**src/tme_pkg.sv**
```systemverilog
// shared types, constants and opcodes for the tape machine instruction executor
// no dependencies; imported by the tape, issue, execute and top modules
`default_nettype none

package tme_pkg;

  localparam int TAPE_CELLS = 32768;
  localparam int PTR_W      = $clog2(TAPE_CELLS);
  localparam int ARG_W      = 16;
  localparam int SUM_W      = ((PTR_W > ARG_W) ? PTR_W : ARG_W) + 1;
  localparam int LOC_W      = 16;
  localparam int CELL_W     = 8;
  localparam int OP_W       = 3;

  typedef logic [OP_W-1:0]   op_t;
  typedef logic [PTR_W-1:0]  ptr_t;
  typedef logic [CELL_W-1:0] cell_t;
  typedef logic [ARG_W-1:0]  arg_t;
  typedef logic [LOC_W-1:0]  loc_t;

  localparam op_t OP_ADD = 3'd0;
  localparam op_t OP_SUB = 3'd1;
  localparam op_t OP_SHL = 3'd2;
  localparam op_t OP_SHR = 3'd3;
  localparam op_t OP_OUT = 3'd4;
  localparam op_t OP_IN  = 3'd5;
  localparam op_t OP_JZ  = 3'd6;
  localparam op_t OP_JNZ = 3'd7;

  // instruction held in the execute stage while its cell read completes
  typedef struct packed {
    op_t   op;
    arg_t  arg;
    cell_t byte_in;
    ptr_t  addr;
    logic  err;
    logic  fwd;
    cell_t fwd_data;
  } issue_t;

  typedef struct packed {
    logic  en;
    ptr_t  addr;
    cell_t data;
  } tape_wr_t;

  typedef struct packed {
    loc_t  next_loc;
    logic  emit;
    cell_t byte_o;
    arg_t  repeat_o;
    logic  err;
  } result_t;

endpackage

`default_nettype wire

```
**src/tme_issue.sv**
```systemverilog
// issue stage: input transfer, pointer moves, bound check, halt flag, cell read
// depends on tme_pkg; feeds tme_exec and reads tme_tape
`default_nettype none

module tme_issue (
  input  logic              clk,
  input  logic              rst_n,
  input  logic              in_tvalid,
  output logic              in_tready,
  input  logic [23:0]       in_tdata,
  input  tme_pkg::op_t      in_tuser,
  input  logic              clr_busy,
  input  logic              s1_go,
  input  tme_pkg::tape_wr_t wr,
  output logic              rd_en,
  output tme_pkg::ptr_t     rd_addr,
  output logic              s1_v,
  output tme_pkg::issue_t   s1
);
  import tme_pkg::*;

  logic   accept;
  arg_t   arg;
  cell_t  byte_in;
  logic [SUM_W-1:0] ptr_ext;
  logic [SUM_W-1:0] arg_ext;
  logic [SUM_W-1:0] rgt_sum;
  logic [SUM_W-1:0] lft_dif;
  logic   bad;
  logic   err;

  ptr_t   ptr_r, ptr_nxt;
  logic   halted_r, halted_nxt;
  logic   s1_v_r, s1_v_nxt;
  issue_t s1_r;

  assign arg     = in_tdata[15:0];
  assign byte_in = in_tdata[23:16];

  assign in_tready = !clr_busy && (!s1_v_r || s1_go);
  assign accept    = in_tvalid && in_tready;

  assign ptr_ext = SUM_W'(ptr_r);
  assign arg_ext = SUM_W'(arg);
  assign rgt_sum = ptr_ext + arg_ext;
  assign lft_dif = ptr_ext - arg_ext;

  always_comb begin
    bad = 1'b0;
    if (in_tuser == OP_SHL) begin
      bad = arg_ext > ptr_ext;
    end else if (in_tuser == OP_SHR) begin
      bad = rgt_sum > SUM_W'(TAPE_CELLS - 1);
    end
  end

  assign err = halted_r || bad;

  always_comb begin
    ptr_nxt    = ptr_r;
    halted_nxt = halted_r;
    if (accept) begin
      halted_nxt = halted_r || bad;
      if (!err && in_tuser == OP_SHL) begin
        ptr_nxt = lft_dif[PTR_W-1:0];
      end else if (!err && in_tuser == OP_SHR) begin
        ptr_nxt = rgt_sum[PTR_W-1:0];
      end
    end
  end

  always_comb begin
    s1_v_nxt = s1_v_r;
    if (accept) begin
      s1_v_nxt = 1'b1;
    end else if (s1_go) begin
      s1_v_nxt = 1'b0;
    end
  end

  always_ff @(posedge clk) begin
    if (!rst_n) begin
      ptr_r    <= '0;
      halted_r <= 1'b0;
      s1_v_r   <= 1'b0;
    end else begin
      ptr_r    <= ptr_nxt;
      halted_r <= halted_nxt;
      s1_v_r   <= s1_v_nxt;
    end
  end

  // a write landing in the same cycle as the read is missed by the memory
  always_ff @(posedge clk) begin
    if (accept) begin
      s1_r.op       <= in_tuser;
      s1_r.arg      <= arg;
      s1_r.byte_in  <= byte_in;
      s1_r.addr     <= ptr_r;
      s1_r.err      <= err;
      s1_r.fwd      <= wr.en && (wr.addr == ptr_r);
      s1_r.fwd_data <= wr.data;
    end
  end

  assign rd_en   = accept;
  assign rd_addr = ptr_r;
  assign s1_v    = s1_v_r;
  assign s1      = s1_r;

endmodule

`default_nettype wire

```
**config.mk**
```make
export PLATFORM = sky130hd
export DESIGN_NAME = tme_issue
export DESIGN_NICKNAME = d
export VERILOG_FILES = /design/src/tme_pkg.sv /design/src/tme_issue.sv
export SDC_FILE = /design/constraint.sdc
export NUM_CORES = 1
export LEC_CHECK = 0
export CORE_ASPECT_RATIO = 1.5
export CORE_UTILIZATION = 58
export CTS_CLUSTER_SIZE = 30
export DETAILED_ROUTE_END_ITERATION = 8
export DONT_BUFFER_PORTS = 1
export PLACE_DENSITY = 0.77
export SETUP_SLACK_MARGIN = 0.1
export SYNTH_ARGS = -nofsm -noshare
export SYNTH_HDL_FRONTEND = slang
export SYNTH_SLANG_ARGS = --single-unit
```
**constraint.sdc**
```tcl
create_clock -name clk -period 3.6 [get_ports clk]
set_input_delay 0.72 -clock clk [delete_from_list [all_inputs] [get_ports clk]]
set_output_delay 0.72 -clock clk [all_outputs]
set_load 0.02 [all_outputs]
```
Word level (Yosys, flattened, before mapping)
Index checks and enable logic that the tools add are counted.
{"block": "op_classes", "n_lt_le_gt_ge": 2, "n_eq_ne": 3, "mux": 6, "reduce_logical": 13, "add_sub_neg": 2}
{"cell": "$mux W15", "n": 2}
{"cell": "$add A15 B16 Y17", "n": 1}
{"cell": "$gt A17 B15 Y1 const B", "n": 1}
{"cell": "$gt A16 B15 Y1", "n": 1}
{"cell": "$eq A15 B15 Y1", "n": 1}
{"cell": "$sub A15 B15 Y15", "n": 1}
{"cell": "$eq A3 B2 Y1 const B", "n": 2}
{"cell": "$logic_and A1 B1 Y1", "n": 5}
{"cell": "$mux W1", "n": 4}
{"cell": "$reduce_bool A2 Y1", "n": 2}
{"cell": "$logic_not A1 Y1", "n": 3}
{"cell": "$logic_or A1 B1 Y1", "n": 2}
{"cell": "$reduce_and A2 Y1", "n": 1}
{"block": "totals", "regBits": 69, "elab_cells": 36, "input_bits": 56, "output_inout_bits": 70}

Longest topological paths before layout
{"block": "depth", "ltp_word": 9, "ltp_mapped": 12, "depth_no_buf": 11}

Least setup slack after synthesis
OpenSTA, ideal clock, no wires.
{"block": "synth_path", "path_kind": "input to register", "from": "in s1_go", "to": "reg ptr_r[1], in the netlist rd_addr[1]", "path_slack_ps": -227, "setup_time_ps": 125, "n_path_buf": 1, "required_ps": 3475, "arrival_time_ps": 3702, "path_stages": 8, "cell_sequence": "nor2b_1 nor2_1 and2_1 nand3b_1 or3_4 buf_6 a211oi_1 a211oi_1"}
{"block": "synth_via", "elab_chain_len": 4}
{"element": "start, declared", "line_no": "tme_issue.sv:13", "text": "input logic s1_go,"}
{"element": "$logic_or A1 B1 Y1", "line_no": "tme_issue.sv:40", "text": "assign in_tready = !clr_busy && (!s1_v_r || s1_go);"}
{"element": "$logic_and A1 B1 Y1", "line_no": "tme_issue.sv:40"}
{"element": "named net in_tready", "line_no": "tme_issue.sv:9", "text": "output logic in_tready,"}
{"element": "$logic_and A1 B1 Y1", "line_no": "tme_issue.sv:41", "text": "assign accept = in_tvalid && in_tready;"}
{"element": "named net rd_en", "line_no": "tme_issue.sv:15", "text": "output logic rd_en,"}
{"element": "$reduce_and A2 Y1 (no line)"}
{"element": "end signal, assigned", "line_no": "tme_issue.sv:87", "text": "ptr_r <= ptr_nxt;"}
{"element": "end, declared", "line_no": "tme_issue.sv:32", "text": "ptr_t ptr_r, ptr_nxt;"}
The timed path passes the listed nets, and every way through them passes these cells.
A chain may end at the register's enable or synchronous reset.

Worst setup path after layout
{"block": "layout_path", "from": "reg ptr_r[1], in the netlist rd_addr[1]", "to": "reg ptr_r[9], in the netlist rd_addr[9]"}
{"block": "layout_via", "elab_chain_len": 9, "elab_cells_between_ends": 14}
{"element": "$add A15 B16 Y17", "line_no": "tme_issue.sv:45", "text": "assign rgt_sum = ptr_ext + arg_ext;"}
{"element": "$gt A17 B15 Y1", "line_no": "tme_issue.sv:53", "text": "bad = rgt_sum > SUM_W'(TAPE_CELLS - 1);"}
{"element": "$mux W1", "line_no": "tme_issue.sv:52", "text": "end else if (in_tuser == OP_SHR) begin"}
{"element": "$mux W1", "line_no": "tme_issue.sv:50", "text": "if (in_tuser == OP_SHL) begin"}
{"element": "$logic_or A1 B1 Y1", "line_no": "tme_issue.sv:57", "text": "assign err = halted_r || bad;"}
{"element": "$logic_not A1 Y1", "line_no": "tme_issue.sv:64, tme_issue.sv:66"}
{"element": "$logic_and A1 B1 Y1, on equally long branches", "line_no": "tme_issue.sv:64, tme_issue.sv:66"}
{"element": "$reduce_bool A2 Y1 (no line)"}
{"element": "$reduce_and A2 Y1 (no line)"}
Parallel ways exist; a longest one is shown, timed or not. The select of a mux whose other input is x is not followed.

==> impl_metrics.toml <==
[cells_and_area]
nets = 547
area_delta_synth_final_pct = 8.79
final_cell_mix = "edfxtp_1, inv_1, ha_1"
drive_above_1_share_pct = 11.6
regArea_sq_mm = 0.00190
n_fill_cell = 632
final_common_cell = "edfxtp_1"
final_area_sq_mm = 0.00474
multi_input_area_sq_mm = 0.00220
n_antenna_cell = 0
instances_no_fill = 550

[grt]
grt_pass1_wl_microns = 16300
grt_pass1_vias = 3289
antenna_found_initial = 0
grt.overflow.total = 0
grt_util_all_layers_pct = 28.5
grt_max_degree = 45

[logic_synthesis]
ys_warn_count = 0
synth_cell_types = 62
synth_fp_nets = 530
synth_seq_cells = 69
syn_inst = 428
synth_edf_count = 52
synth_top_area_share_pct = 35.8
synth_flop_cell = "edfxtp_1"
synth_top_area_cell = "edfxtp_1"
yosysSeqAreaShare_pct = 43.6
netlist_top_cells_area = "edfxtp_1, ha_1, dfxtp_1"
syn_area_per_cell_sq_um = 10.2
syn-cell-area_sq_mm = 0.00436
async_flop_share_pct = 0

[power]
max-vdd-ir-drop_v = 0.000279
power_density_mw_per_mm2 = 375
p_leak_nw = 1.88

[floorplan]
dieHeight_microns = 108
die_w_microns = 72.8
start_util_pct = 59.9
io_pins = 126
row_count = 38
coreArea_sq_mm = 0.00727
die-area_sq_mm = 0.00787

[drt]
ant_nets = 0
route.vias.total = 3245
routed_via_density = 5.90
finalWirelength_microns = 10500
drt_iter0_markers = 145
first_pass_iters = 4
post_drt_wl_per_cell_microns = 19.1
drcViolationCount = 0

[timing]
whs_ps = 444
finalHoldViolCount = 0
finClkSkew_ps = 7.55
max_slew_margin_pct = 48.7
tightest_slew_ps = 761
setup_slack_ps = 385
rsz0062_at_grt = "false"
max_freq_ghz = 0.311
period_needed_ps = 3210
finalSetupViolations = 0
fin_setup_tns_ps = 0
slew_violations = 0
fin_crit_sh_pct = 89.3

[critical_path]
timing.rr.end = "rd_addr[9]"
start_kind = "flop"
cp_max_fo = 11
cpPeakStageDelay_ps = 630
reg2reg_depth = 9
startpoint = "rd_addr[1]"
reg2reg_setup_slack_ps = 390
timing.rr.start = "rd_addr[1]"
cpMaxStageDelayCell = "dfxtp_1"
path_depth = 9
end_kind = "flop"
path_buf_inv = 0
critical_path_class = "reg -> reg"
cp_cell_sequence = "ha_1, nor3b_1, a211oi_1, o31a_1, a2111oi_1, a211oi_2, or3_4, nor4_1, a31o_2"
worstPathArrival_ps = 3530
critPathTopFamily = "compound AO/OA/AOI/OAI gates"
crit_required_ps = 3920
crit_end = "rd_addr[9]"

[cts]
clock-sinks = 69
cts_tree = "built"
htree_levels = 3
cts_max_path_buffers = 2
cts_root_buffer = "clkbuf_8"
cts_resized = 0
cts.reportedPaths.clkPinSlew_ps = 80
clock_latency_ps = 370
cts_setup_buffers = 0
cts_buffers = 9
ctsHoldBuffers = 0

[placed_design]
portBuffers = 0
gp_congestion = 0.931
dpl.cell_count = 534
dp_worst_setup_slack_ps = 264
hpwl_microns = 8300
dpl_cell_area_sq_mm = 0.00455

[run]
maxCapViolCount = 0

[hold_path]
hold_path.class = "in -> reg"

[run_status]
status = "complete, no violations"
[kinds of logic (layout without fill, tap and decap cells)]
logic type               Yosys count  count (layout)  share of synthesized area [%]
buffers and inverters             61              83                           5.86
AND/OR/NAND/NOR                  114             114                           14.0
multiplexers                       9               9                           2.18
flip-flops                        69              69                           43.6
adder cells (fa/ha/maj)           46              46                           13.6
XOR/XNOR                          23              23                           4.62
AO/OA/AOI/OAI                    106             106                           16.1
[cell usage after synthesis, types with 2 or more instances]
library cell and number:
edfxtp_1 52, inv_1 47, ha_1 44, nor2_1 36, a21oi_1 28, xnor2_1 23
o21ai_0 22, nand2_1 18, dfxtp_1 17, nand4_1 9, a211oi_1 8, mux2i_1 8
nand2b_1 7, nor3_1 7, a21o_1 6, a31oi_1 6, buf_2 6, nor2b_1 6
nand3_1 5, clkbuf_1 4, nor4_1 4, o211ai_1 4, and2_1 3, nor3b_1 3
o21ai_2 3, o311ai_0 3, or3_1 3, a211o_1 2, a221oi_1 2, buf_6 2
fa_1 2, nand3b_1 2, o2111ai_1 2, o21a_1 2, o21bai_1 2, o31a_1 2
or2_2 2, or3_4 2
[report_power, final]
group	internal, mW	switching, mW	total, mW
registers	0.893	0.0517	0.944
clock network	0.267	0.334	0.601
logic	0.0916	0.143	0.235
[how the worst min path moves through the flow]
stage	end	depth (start not counted)	from	slack [ps]
6_report	s1[27]	0	in_tdata[18]	440
4_1_cts	s1[39]	0	in_tdata[6]	430
2_1_floorplan	halted_r	2	halted_r	520
3_3_place_gp	halted_r	2	halted_r	560
3_5_place_dp	halted_r	2	halted_r	580
5_1_grt	s1[3]	0	wr[3]	430
[stage by stage]
| stage | util [%] | power (mW) |
|---|---|---|
| floorplan | - | 1.13 |
| global placement | 62.6 | 1.19 |
| detailed placement | 62.6 | 1.20 |
| CTS | 65.2 | 1.80 |
| global route | 65.2 | 1.85 |
| finish | 65.2 | 1.78 |
[worst reg2reg max path, cell delays in order, from the launching register on]
cell       delay [ps]
dfxtp_1           630
ha_1              390
nor3b_1           210
a211oi_1          120
o31a_1            340
a2111oi_1         430
a211oi_2          120
or3_4             500
nor4_1            300
a31o_2            140
[area by class of cell]
class | instances | share of cell area (%)
Multi-Input combinational cell | 298 | 46.5
Tap cell | 100 | 2.64
Timing Repair Buffer | 19 | 3.01
Clock inverter | 7 | 1.37
Sequential cell | 69 | 40.1
Clock buffer | 9 | 2.61
Inverter | 48 | 3.80
[flip-flops by register name, summed over array words and instances (netlist names)]
register  cells
s1           52
rd_addr      15
halted_r      1
s1_v          1
[routing by layer]
metal / track usage, % / routed length [microns]
met1: 30.2 / 3770
met2: 51.3 / 5680
met3: 4.85 / 562
met4: 18.2 / 480
met5: 0 / 0
Power figures use the tool's default switching activity.
