==> config.mk <==
export PLATFORM = sky130hd
export DESIGN_NAME = tme_exec
export DESIGN_NICKNAME = d
export VERILOG_FILES = /design/src/tme_pkg.sv /design/src/tme_exec.sv
export SDC_FILE = /design/constraint.sdc
export NUM_CORES = 1
export LEC_CHECK = 0
export ABC_CLOCK_PERIOD_IN_PS = 6000
export BUFFER_PORTS_ARGS = -buffer_cell sky130_fd_sc_hd__buf_2
export CORE_ASPECT_RATIO = 1.75
export CORE_MARGIN = 1
export CORE_UTILIZATION = 55
export DETAILED_ROUTE_END_ITERATION = 16
export PLACE_DENSITY = 0.86
export SYNTH_ARGS = -nofsm -noshare
export SYNTH_HDL_FRONTEND = slang
export SYNTH_SLANG_ARGS = --single-unit
==> constraint.sdc <==
create_clock -name clk -period 6 [get_ports clk]
set_input_delay 0.9 -clock clk [delete_from_list [all_inputs] [get_ports clk]]
set_output_delay 0.9 -clock clk [all_outputs]
set_load 0.1 [all_outputs]
==> src/tme_pkg.sv <==
// shared types, constants and opcodes for the tape machine instruction executor
// no dependencies; imported by the tape, issue, execute and top modules
`default_nettype none

package tme_pkg;

  localparam int TAPE_CELLS = 32768;
  localparam int PTR_W      = $clog2(TAPE_CELLS);
  localparam int ARG_W      = 16;
  localparam int SUM_W      = ((PTR_W > ARG_W) ? PTR_W : ARG_W) + 1;
  localparam int LOC_W      = 16;
  localparam int CELL_W     = 8;
  localparam int OP_W       = 3;

  typedef logic [OP_W-1:0]   op_t;
  typedef logic [PTR_W-1:0]  ptr_t;
  typedef logic [CELL_W-1:0] cell_t;
  typedef logic [ARG_W-1:0]  arg_t;
  typedef logic [LOC_W-1:0]  loc_t;

  localparam op_t OP_ADD = 3'd0;
  localparam op_t OP_SUB = 3'd1;
  localparam op_t OP_SHL = 3'd2;
  localparam op_t OP_SHR = 3'd3;
  localparam op_t OP_OUT = 3'd4;
  localparam op_t OP_IN  = 3'd5;
  localparam op_t OP_JZ  = 3'd6;
  localparam op_t OP_JNZ = 3'd7;

  // instruction held in the execute stage while its cell read completes
  typedef struct packed {
    op_t   op;
    arg_t  arg;
    cell_t byte_in;
    ptr_t  addr;
    logic  err;
    logic  fwd;
    cell_t fwd_data;
  } issue_t;

  typedef struct packed {
    logic  en;
    ptr_t  addr;
    cell_t data;
  } tape_wr_t;

  typedef struct packed {
    loc_t  next_loc;
    logic  emit;
    cell_t byte_o;
    arg_t  repeat_o;
    logic  err;
  } result_t;

endpackage

`default_nettype wire

==> src/tme_exec.sv <==
// execute stage: cell update, write-back, next location and result register
// depends on tme_pkg; takes the issue stage and the tape read data
`default_nettype none

module tme_exec (
  input  logic              clk,
  input  logic              rst_n,
  input  logic              s1_v,
  input  tme_pkg::issue_t   s1,
  input  tme_pkg::cell_t    rd_data,
  output logic              s1_go,
  output tme_pkg::tape_wr_t wr,
  output logic              out_tvalid,
  input  logic              out_tready,
  output tme_pkg::result_t  res
);
  import tme_pkg::*;

  cell_t   cur_cell;
  logic    we;
  cell_t   wdata;
  result_t res_c;
  loc_t    loc_r, loc_nxt;
  logic    out_v_r, out_v_nxt;
  result_t res_r;

  assign cur_cell = s1.fwd ? s1.fwd_data : rd_data;
  assign s1_go    = s1_v && (!out_v_r || out_tready);

  always_comb begin
    we       = 1'b0;
    wdata    = cur_cell;
    res_c    = '0;
    res_c.next_loc = loc_r + loc_t'(1);
    unique case (s1.op)
      OP_ADD: begin
        we    = 1'b1;
        wdata = cur_cell + s1.arg[CELL_W-1:0];
      end
      OP_SUB: begin
        we    = 1'b1;
        wdata = cur_cell - s1.arg[CELL_W-1:0];
      end
      OP_SHL, OP_SHR: begin
        we = 1'b0;
      end
      OP_OUT: begin
        if (s1.arg != '0) begin
          res_c.emit     = 1'b1;
          res_c.byte_o   = cur_cell;
          res_c.repeat_o = s1.arg;
        end
      end
      OP_IN: begin
        we    = s1.arg != '0;
        wdata = s1.byte_in;
      end
      OP_JZ: begin
        if (cur_cell == '0) begin
          res_c.next_loc = s1.arg;
        end
      end
      OP_JNZ: begin
        if (cur_cell != '0) begin
          res_c.next_loc = s1.arg;
        end
      end
      default: begin
        we = 1'b0;
      end
    endcase
    // halted or out of bounds: location holds, no write and no output; the error flag is set
    if (s1.err) begin
      we    = 1'b0;
      res_c = '0;
      res_c.next_loc = loc_r;
      res_c.err      = 1'b1;
    end
  end

  assign wr.en   = s1_go && we;
  assign wr.addr = s1.addr;
  assign wr.data = wdata;

  assign loc_nxt   = s1_go ? res_c.next_loc : loc_r;
  assign out_v_nxt = s1_go ? 1'b1 : (out_tready ? 1'b0 : out_v_r);

  always_ff @(posedge clk) begin
    if (!rst_n) begin
      loc_r   <= '0;
      out_v_r <= 1'b0;
    end else begin
      loc_r   <= loc_nxt;
      out_v_r <= out_v_nxt;
    end
  end

  always_ff @(posedge clk) begin
    if (s1_go) begin
      res_r <= res_c;
    end
  end

  assign out_tvalid = out_v_r;
  assign res        = res_r;

endmodule

`default_nettype wire

; ---- Word level (Yosys, flattened, before mapping)
; Cells that the tools add are included.
; W data, S select, Z words.
[op_classes]
addsub = 3
n_eq_ne = 5
muxes = 12
bitwise_logic = 2
n_reduce_logical = 12
[op_table]
columns = op, count
row1 = $mux W25, 2
row2 = $mux W42, 1
row3 = $mux W16, 2
row4 = $pmux W16 S2, 1
row5 = $pmux W8 S3, 1
row6 = $add A16 B1 Y16 const B, 1
row7 = $reduce_bool A16 Y1, 1
row8 = $eq A3 B3 Y1 const B, 4
row9 = $add A8 B8 Y8, 1
row10 = $logic_not A8 Y1, 1
row11 = $mux W8, 1
row12 = $reduce_bool A8 Y1, 1
row13 = $sub A8 B8 Y8, 1
row14 = $reduce_or A2 Y1, 2
row15 = $eq A3 B1 Y1 const B, 1
row16 = $logic_not A3 Y1, 1
row17 = $mux W1, 3
row18 = $reduce_or A3 Y1, 1
row19 = $logic_and A1 B1 Y1, 2
row20 = $not A1 Y1, 2
row21 = $pmux W1 S2, 1
row22 = $reduce_bool A2 Y1, 1
row23 = $logic_not A1 Y1, 1
row24 = $logic_or A1 B1 Y1, 1
[word_totals]
reg_bits = 59
in_bits = 64
out_inout_bits = 68

; ---- Logic depth before layout (Yosys ltp)
; Gate-level depths: netlist of the first run.
[logic_depth]
ltp_word = 5
ltp_mapped = 12

; ---- Worst setup path before layout of the first run
; Ideal clock, no wire load.
[synth_timing]
path_type = input-to-output
from = input out_tready
to = output wr[23] (netlist name)
t_arrival_ps = 5634
t_required_ps = 5100
setup_slack_ps = -534
cell_stages = 6
path_buffers = 2
cell_sequence = nand2b_1 -> and2_1 -> nand2b_1 -> clkbuf_1 -> clkbuf_1 -> a211oi_1
[synth_lines]
columns = element, line_no
row1 = from (decl), tme_exec.sv:14  ; input logic out_tready,
row2 = to (decl), tme_exec.sv:12  ; output tme_pkg::tape_wr_t wr,

==> flow_metrics.tcl, run 1 <==
set metrics [dict create \
    grt_util_met1_pct 29.3 \
    ff_latch_area_mm2 0.00160 \
    ant_nets 0 \
    combPwrFrac_pct 29.4 \
    io_buffers 101 \
    synth_cell_type_count 52 \
    outcome "complete, no violations" \
    setup_viol 0 \
    path_class "primary input to output port" \
    numCtsBuffers 9 \
    fp-row-count 40 \
    netlist_area_mm2 0.00385 \
    avgSynthCellArea_um2 9.06 \
    dieArea_mm2 0.00736 \
    finClkSkew_ns 0.00576 \
    synth_fp_nets 499 \
    timing.rr.end "loc_r[7]" \
    min_to "out_tvalid" \
    areaGrowthSynthToFinish_pct 18.9 \
    period_share_pct 80.8 \
    synthTopCellsByCount "42 x edfxtp_1, 38 x nand2_1, 26 x nor2_1" \
    cts_sinks 59 \
    fillers 539 \
    postCtsSetupBuffers 0 \
    clockPowerShare_pct 36.1 \
    tightest_slew_ns 0.764 \
    ys_seq_area_share_pct 41.6 \
    critical_path_arrival_ns 3.95 \
    slew_viol_final 0 \
    setup_tns_ns 0 \
    hold_path_depth 2 \
    dp_hpwl_um 7310 \
    rr_worst_depth 7 \
    grt_util_met2_pct 47.1 \
    holdCritStartpoint "out_tvalid" \
    syn_inst 425 \
    whs_ns 0.490 \
    fin_crit_ns 4.85 \
    netlist_top_cells_area "edfxtp_1 33%, dfxtp_1 8.8%, nand2_1 3.7%, mux2i_1 3.6%, buf_4 3.3%" \
    drt_wl_total_um 10100 \
    clk_path_buf_depth 2 \
    tritoncts "done" \
    drc 0 \
    p_seq_share_pct 34.5 \
    viasPerCell 6.10 \
    leakage_uw 0.00193 \
    drtIter0Drc 345 \
    grt_max_degree 46 \
    final_util_pct 67.3 \
    initial_core_util_pct 56.6 \
    finalInstanceArea_mm2 0.00458 \
    core-area_mm2 0.00681 \
    ys_ff_latch 59 \
    setup_ws_ns 1.15 \
    grt_first_pass_wirelength_um 15100 \
    endpoint_kind "output port" \
    path_max_fanout 17 \
    swShare_pct 37.1 \
    rsz0062_at_grt "false" \
    grt.busiest_layer "met2" \
    dp_slack_ns 1.19 \
    synth_edf_count 42 \
    placed_area_mm2 0.00429 \
    drt_first_pass_iters 5 \
    multi_input_comb_area_mm2 0.00196 \
    power_density_mw_per_mm2 303 \
    grt_antenna_before_repair 0 \
    clk_latency_ns 0.33 \
    synth_top_cell_by_area "edfxtp_1" \
    slew_headroom_pct 49.0 \
    cts_hold_buf 0 \
    ctsRootBufferMaster "clkbuf_16" \
    fp.dieW_um 65.3 \
    r2r_start "out_tvalid" \
    report.final.hold_viol_count 0 \
    ys_warn_count 0 \
    grt_overflow 0 \
    synthArstFlopShare_pct 0 \
    intPower_uw 874 \
    netlist.area_leader.share_pct 32.7 \
    cp-start-kind "primary input" \
    final_nets 575 \
    cap_violations 0 \
    num_vias 3598 \
    io_pins 132 \
    clk_pin_slew_ns 0.05 \
    cts.htree.levels 3 \
    post_drt_wl_per_cell_um 17.2 \
    synth.most_common_cell "edfxtp_1" \
    grt_pass1_vias 3281 \
    ctsResizeCount 0 \
    track_usage_pct 27.3 \
    met3_usage_pct 4.74 \
    ys.flop_type "edfxtp_1" \
    ir_drop_mv 0.148 \
    rrSetupSlack_ns 3.59 \
    hp-class "flop to flop" \
    drive_gt1_share_pct 25.5 \
    max_freq_ghz 0.206 \
    gp_congestion 0.831 \
    diodes 0 \
    p_switching_uw 515 \
    die_y_um 113 \
    required_ns 5.10 \
]
## power groups by stage
stage | logic, µW | clock network, µW | registers, µW
final | 408 | 501 | 479
after global routing | 428 | 522 | 482
after CTS | 407 | 508 | 479
after detailed placement | 406 | 0 | 487
after global placement | 398 | 0 | 486
after floorplan | 235 | 0 | 624
## registers in the layout, indices dropped and copies added (netlist names)
name        flops
loc_r          16
res            42
out_tvalid      1
## area by class of cell
class / instances / area share (%)
clock buffer: 9 / 4.92
clock inverter: 7 / 1.50
inverter: 21 / 1.72
multi-input combinational: 305 / 42.9
sequential: 59 / 35.0
tap: 84 / 2.30
timing repair buffer: 105 / 11.7
## per-stage QoR
stage,instances,power [µW]
floorplan,425,859
CTS,590,1390
detailed placement,574,893
global placement,574,884
global route,590,1430
finish,590,1390
## metal layers
layer  up-vias  wire length, µm
met5         -                0
met4         0              387
met3        37              731
met2       187             5360
met1      1671             3660
li1       1703                -
## cell usage in the layout (no fill, tap or decap), types with 8 or more instances in the layout
master / instances
buf_2: 101
edfxtp_1: 42
nand2_1: 38
nor2_1: 26
a21oi_1: 21
inv_1: 20
nand3_1: 19
dfxtp_1: 17
or3_1: 16
and2_1: 14
mux2i_1: 13
o22ai_1: 11
and3_1: 10
o21ai_0: 10
nor4_1: 9
a31oi_1: 9
ha_1: 9
clkbuf_16: 9
nor3b_1: 8
nand2b_1: 8
## logic make-up (layout without fill, tap and decap cells)
kind of cell	count (synthesis)	in the layout	synth area share (%)
buf+inv	61	142	7.70
fa+ha+maj	10	10	3.44
simple gates	180	180	24.9
flops	59	59	41.6
compound gates	86	86	15.0
xor+xnor	11	11	2.50
mux	18	18	4.81
## worst max path at each step
stage                           from  endpoint  slack, ns
after floorplan           out_tready    wr[23]       0.43
after global placement        s1[50]     wr[7]       1.28
after detailed placement      s1[50]     wr[7]       1.19
after CTS                     s1[50]     wr[7]       1.20
after global routing          s1[50]     wr[7]       0.88
final                         s1[50]     wr[7]       1.15
## critical path: stages
cell	delay, ns
buf_2	0.20
nand2b_1	0.25
nor2_1	0.35
mux2_2	0.42
inv_1	0.07
ha_1	0.22
nor2b_1	0.12
o21ai_0	0.22
o22ai_1	0.15
o41ai_1	0.32
xnor2_1	0.13
a21oi_1	0.15
buf_2	0.43
Power figures use the tool's default switching activity.
==> run 2, diff against run 1 <==
--- a/config.mk
+++ b/config.mk
@@ -5,13 +5,13 @@
 export SDC_FILE = /design/constraint.sdc
 export NUM_CORES = 1
 export LEC_CHECK = 0
-export ABC_CLOCK_PERIOD_IN_PS = 6000
+export ABC_CLOCK_PERIOD_IN_PS = 4600
 export BUFFER_PORTS_ARGS = -buffer_cell sky130_fd_sc_hd__buf_2
 export CORE_ASPECT_RATIO = 1.75
 export CORE_MARGIN = 1
-export CORE_UTILIZATION = 55
+export CORE_UTILIZATION = 51
 export DETAILED_ROUTE_END_ITERATION = 16
-export PLACE_DENSITY = 0.86
+export PLACE_DENSITY = 0.81
 export SYNTH_ARGS = -nofsm -noshare
 export SYNTH_HDL_FRONTEND = slang
 export SYNTH_SLANG_ARGS = --single-unit
==> constraint.sdc (replaced) <==
create_clock -name clk -period 4.6 [get_ports clk]
set_input_delay 0.69 -clock clk [delete_from_list [all_inputs] [get_ports clk]]
set_output_delay 0.69 -clock clk [all_outputs]
set_load 0.1 [all_outputs]
==> run 2 against run 1 <==
Via count decreased by 0.17%. Clock power increased by 32%. Combinational power is 31% higher. Core utilization decreased by 4.0 points. Setup slack worse by 0.76 ns. Sequential power is 30% higher. Worst hold slack improved by 0.0086 ns.
==> flow_metrics.tcl, run 2 (synthesis gave the netlist of run 1 again) <==
set metrics [dict create \
    outcome "complete, no violations" \
    endpoint_kind "output port" \
    cts_hold_buf 0 \
    ctsResizeCount 0 \
    fp-row-count 41 \
    die_y_um 117 \
    clk_latency_ns 0.33 \
    setup_viol 0 \
    leakage_uw 0.00194 \
    cts_sinks 59 \
    required_ns 3.91 \
    grt_overflow 0 \
    rsz0062_at_grt "false" \
    io_buffers 101 \
    dp_hpwl_um 7280 \
    critical_path_arrival_ns 3.51 \
    postCtsSetupBuffers 0 \
    numCtsBuffers 9 \
    clk_path_buf_depth 2 \
    r2r_start "loc_r[0]" \
    grt_max_degree 46 \
    hp-class "flop to flop" \
    drt_first_pass_iters 5 \
    path_max_fanout 17 \
    fin_crit_ns 4.20 \
    drive_gt1_share_pct 26.5 \
    areaGrowthSynthToFinish_pct 19.6 \
    tightest_slew_ns 0.760 \
    ff_latch_area_mm2 0.00160 \
    final_cell_mix "101 x buf_2, 42 x edfxtp_1, 38 x nand2_1" \
    path_class "primary input to output port" \
    slew_viol_final 0 \
    clk_pin_slew_ns 0.05 \
    slew_headroom_pct 49.4 \
    final_nets 575 \
    max_freq_ghz 0.238 \
    drtIter0Drc 303 \
    ir_drop_mv 0.198 \
    holdCritStartpoint "out_tvalid" \
    io_pins 132 \
    fillers 597 \
    grt_pass1_vias 3417 \
    multi_input_comb_area_mm2 0.00199 \
    placed_area_mm2 0.00431 \
    fp.dieW_um 67.7 \
    cp-start-kind "primary input" \
    grt_antenna_before_repair 0 \
    whs_ns 0.499 \
    grt_first_pass_wirelength_um 15700 \
    startpoint "s1[50]" \
    gp_congestion 0.872 \
    power_density_mw_per_mm2 395 \
    post_drt_wl_per_cell_um 17.0 \
    track_usage_pct 26.7 \
    cap_violations 0 \
    mostFrequentLayoutCell "buf_2" \
    dieArea_mm2 0.00792 \
    report.final.hold_viol_count 0 \
    diodes 0 \
    setup_tns_ns 0 \
    num_vias 3592 \
    initial_core_util_pct 52.9 \
    viasPerCell 6.07 \
    finClkSkew_ns 0.00343 \
    drc 0 \
    largest_reg_flops 42 \
    core-area_mm2 0.00728 \
    ctsRootBufferMaster "clkbuf_16" \
    period_share_pct 91.4 \
    drt_wl_total_um 10100 \
    ant_nets 0 \
    tritoncts "done" \
    cts.htree.levels 3 \
    finalInstanceArea_mm2 0.00461 \
]
run 2: worst paths after layout:
check	to	slack [ns]	cells after the start
max reg2reg	loc_r[14]	2.24	7
min reg2reg	out_tvalid	0.50	2
min	out_tvalid	0.50	2
max	wr[7]	0.40	13
run 2: per-layer routing:
metal	part of all wire [%]	global-route usage, %	wire length, µm
met2	53	44.8	5300
met4	4.7	20.4	469
met3	7.7	6.98	777
met1	35	27.4	3540
met5	0	0	0
run 2: cell type report:
cell class	instances	area share, %
well taps	86	2.34
repair buffers	105	11.6
flip-flops and latches	59	34.8
clock buffers	10	4.97
inverters	21	1.71
multi-input cells	305	43.2
clock inverters	6	1.44
run 2: through the flow:
stage          util, %  total power, µW  setup slack (ns)  instances
2_1_floorplan        -             1120            0.0198        425
3_3_place_gp      59.2             1160             0.413        576
3_5_place_dp      59.2             1170             0.402        576
4_1_cts           63.3             1830             0.413        592
5_1_grt           63.3             1880             0.186        592
6_report          63.3             1820             0.395        592
run 2: report_power, final:
group | internal, µW | switching [µW] | total (µW)
clock | 418 | 241 | 659
combinational | 120 | 415 | 535
sequential | 606 | 18.4 | 625
total | 1140 | 674 | 1820
run 2: critical path, cell delays in order:
cell and delay (ns):
buf_2 0.21, nand2b_4 0.21, nor2_4 0.15, mux2_2 0.38, inv_1 0.06, ha_1 0.21
nor2b_1 0.12, o21ai_0 0.24, o22ai_1 0.17, o41ai_1 0.33, xnor2_1 0.15, a21oi_2 0.14
buf_2 0.43
==> run 3, diff against run 2 <==
--- a/config.mk
+++ b/config.mk
@@ -5,6 +5,7 @@
 export SDC_FILE = /design/constraint.sdc
 export NUM_CORES = 1
 export LEC_CHECK = 0
+export ABC_AREA = 1
 export ABC_CLOCK_PERIOD_IN_PS = 4600
 export BUFFER_PORTS_ARGS = -buffer_cell sky130_fd_sc_hd__buf_2
 export CORE_ASPECT_RATIO = 1.75
==> run 3 against run 2 <==
First-iteration DRC count is 26% lower. Cell count up 13%. Global-route usage is 0.62 points higher. Register-to-register slack better by 0.46 ns. Synthesized cell count up 15%. Setup slack better by 0.38 ns. Design area down 0.16%. Clock-buffer cell count unchanged. Worst hold slack got worse by 0.0047 ns. Non-clock buffer count increased by 1. Core utilization rose by 0.34 points.
==> flow_metrics.tcl, run 3 <==
set metrics [dict create \
    setup_viol 0 \
    synthAdderAreaFrac_pct 3.46 \
    synth_fp_nets 561 \
    avgSynthCellArea_um2 7.88 \
    whs_ns 0.494 \
    io_pins 132 \
    max_freq_ghz 0.261 \
    fp.dieW_um 67.6 \
    synth.most_common_cell "nand2_1" \
    max_stage_delay_ns 0.42 \
    holdCritStartpoint "out_tvalid" \
    num_vias 3511 \
    netlist_top_cells_area "edfxtp_1 33%, dfxtp_1 8.9%, nand2_1 7.8%, inv_1 7.7%, nor2_1 6.8%" \
    synth_edf_count 42 \
    grt_first_pass_wirelength_um 15600 \
    crit_cells 14 \
    io_buffers 101 \
    crit_chain "buf_2 -> nor2_1 -> buf_4 -> nand2_1 -> o21ai_0 -> inv_1 -> ha_1 -> nand2_1 -> o21ai_0 -> nand2_1 -> a21oi_1 -> o21ai_0 -> nand2_1 -> buf_2" \
    ir_drop_mv 0.218 \
    areaGrowthSynthToFinish_pct 19.9 \
    synth_top_cell_by_area "edfxtp_1" \
    setup_ws_ns 0.773 \
    netlist.area_leader.share_pct 32.9 \
    finClkSkew_ns 0.00497 \
    drt_wl_total_um 9910 \
    ys_seq_area_share_pct 41.7 \
    required_ns 3.91 \
    gp_congestion 0.942 \
    ant_nets 0 \
    core-area_mm2 0.00723 \
    numCtsBuffers 9 \
    endpoint_kind "output port" \
    rsz0062_at_grt "false" \
    clk_path_buf_depth 2 \
    grt_max_degree 36 \
    final_cell_mix "101 x buf_2, 80 x nand2_1, 79 x inv_1" \
    muxShareOfSynthArea_pct 0 \
    path_class "primary input to output port" \
    crit_buf_inv 4 \
    cts.htree.levels 3 \
    path_max_fanout 7 \
    dp_hpwl_um 7660 \
    drive_gt1_share_pct 27.3 \
    grt_pass1_vias 3408 \
    clk_latency_ns 0.33 \
    synthTopCellsByCount "80 x nand2_1, 79 x inv_1, 70 x nor2_1" \
    drtIter0Drc 224 \
    cp-start-kind "primary input" \
    largest_reg_flops 42 \
    dp_slack_ns 0.785 \
    initial_core_util_pct 53.1 \
    cts_hold_buf 0 \
    die_y_um 117 \
    crit_slowest_cell "buf_2" \
    power_density_mw_per_mm2 392 \
    endpoint "wr[5]" \
    report.final.hold_viol_count 0 \
    grt_antenna_before_repair 0 \
    synth_top_family_by_area "simple AND/OR/NAND/NOR gates" \
    dp_cells 653 \
    grt_overflow 0 \
    synth_xor_xnor_area_share_pct 4.11 \
    outcome "complete, no violations" \
    netlist_area_mm2 0.00384 \
    ys.flop_type "edfxtp_1" \
    cap_violations 0 \
    critPathTopFamily "compound AO/OA/AOI/OAI gates" \
    clk_pin_slew_ns 0.05 \
    timing.rr.end "res[39]" \
    postCtsSetupBuffers 0 \
    ys_ff_latch 59 \
    ys_warn_count 0 \
    synthArstFlopShare_pct 0 \
    track_usage_pct 27.3 \
    hp-class "flop to flop" \
    diodes 0 \
    slew_viol_final 0 \
    dieArea_mm2 0.00789 \
    syn_inst 487 \
    synth_compound_area_share_pct 10.7 \
    leakage_uw 0.00229 \
    mostFrequentLayoutCell "buf_2" \
    ctsResizeCount 0 \
    fin_crit_ns 3.83 \
    r2r_start "loc_r[2]" \
    critical_path_arrival_ns 3.14 \
    drc 0 \
    rrSetupSlack_ns 2.70 \
    slew_headroom_pct 41.4 \
    period_share_pct 83.2 \
    drt_first_pass_iters 4 \
    tightest_slew_ns 0.876 \
    yosys.area_share.simple_pct 27.3 \
    startpoint "s1[50]" \
    post_drt_wl_per_cell_um 14.8 \
    ctsRootBufferMaster "clkbuf_16" \
    viasPerCell 5.25 \
    rr_worst_depth 9 \
    cpMostUsedCell "nand2_1" \
    setup_tns_ns 0 \
    cts_sinks 59 \
    final_cells 669 \
    fp-row-count 41 \
    synth_cell_type_count 37 \
    tritoncts "done" \
    final_nets 652 \
]
[run 3: cells by family after synthesis]
| kind of cell | Yosys count |
|---|---|
| DFF | 59 |
| xor gates and xnor gates | 18 |
| buffers and inverters | 108 |
| adders and majority gates | 10 |
| and+or+nand+nor | 220 |
| AOI/OAI and AO/OA | 72 |
[run 3: layer usage]
metal	global-route usage, %	wire length, µm	vias to the layer above
li1	-	-	1735
met5	0	0	-
met1	24.9	3390	1616
met3	4.30	438	32
met4	17.7	464	0
met2	52.5	5620	128
[run 3: worst reg2reg max path, cell delays in order (launching register included)]
cell	delay, ns
dfxtp_1	0.41
nand2_1	0.08
nor2_1	0.32
nand3_1	0.22
o21ai_0	0.19
nand2_1	0.09
nand3_1	0.07
nand3_1	0.08
o21ai_0	0.13
inv_1	0.07
[run 3: final cells by class]
cell class              instances  area (µm²)
clock inverters                 6        56.3
well taps                      86         108
repair buffers                106         543
flip-flops and latches         59        1600
inverters                      82         313
fillers                       637        2630
multi-input cells             320        1750
clock buffers                  10         229
[run 3: how the worst min path moves through the flow]
stage                 endpoint  slack (ns)  depth (start not counted)
detailed placement  out_tvalid        0.49                          2
global placement    out_tvalid        0.47                          2
global route        out_tvalid        0.52                          2
floorplan            loc_r[15]        0.54                          4
CTS                 out_tvalid        0.50                          2
finish              out_tvalid        0.49                          2
[run 3: where the power goes]
part | leakage, µW | internal [µW] | total (µW) | switching, µW
combinational | 0.00159 | 112 | 536 | 425
sequential | 0.000565 | 608 | 627 | 18.9
clock | 0.000140 | 413 | 640 | 227
[run 3: metrics by stage]
| step | instance area, µm² | total power, µW | util, % |
|---|---|---|---|
| after CTS | 4600 | 1810 | 63.6 |
| after global placement | 4320 | 1170 | 59.7 |
| final | 4600 | 1800 | 63.6 |
| after detailed placement | 4320 | 1170 | 59.7 |
| after floorplan | 3840 | 1130 | - |
| after global routing | 4600 | 1860 | 63.6 |
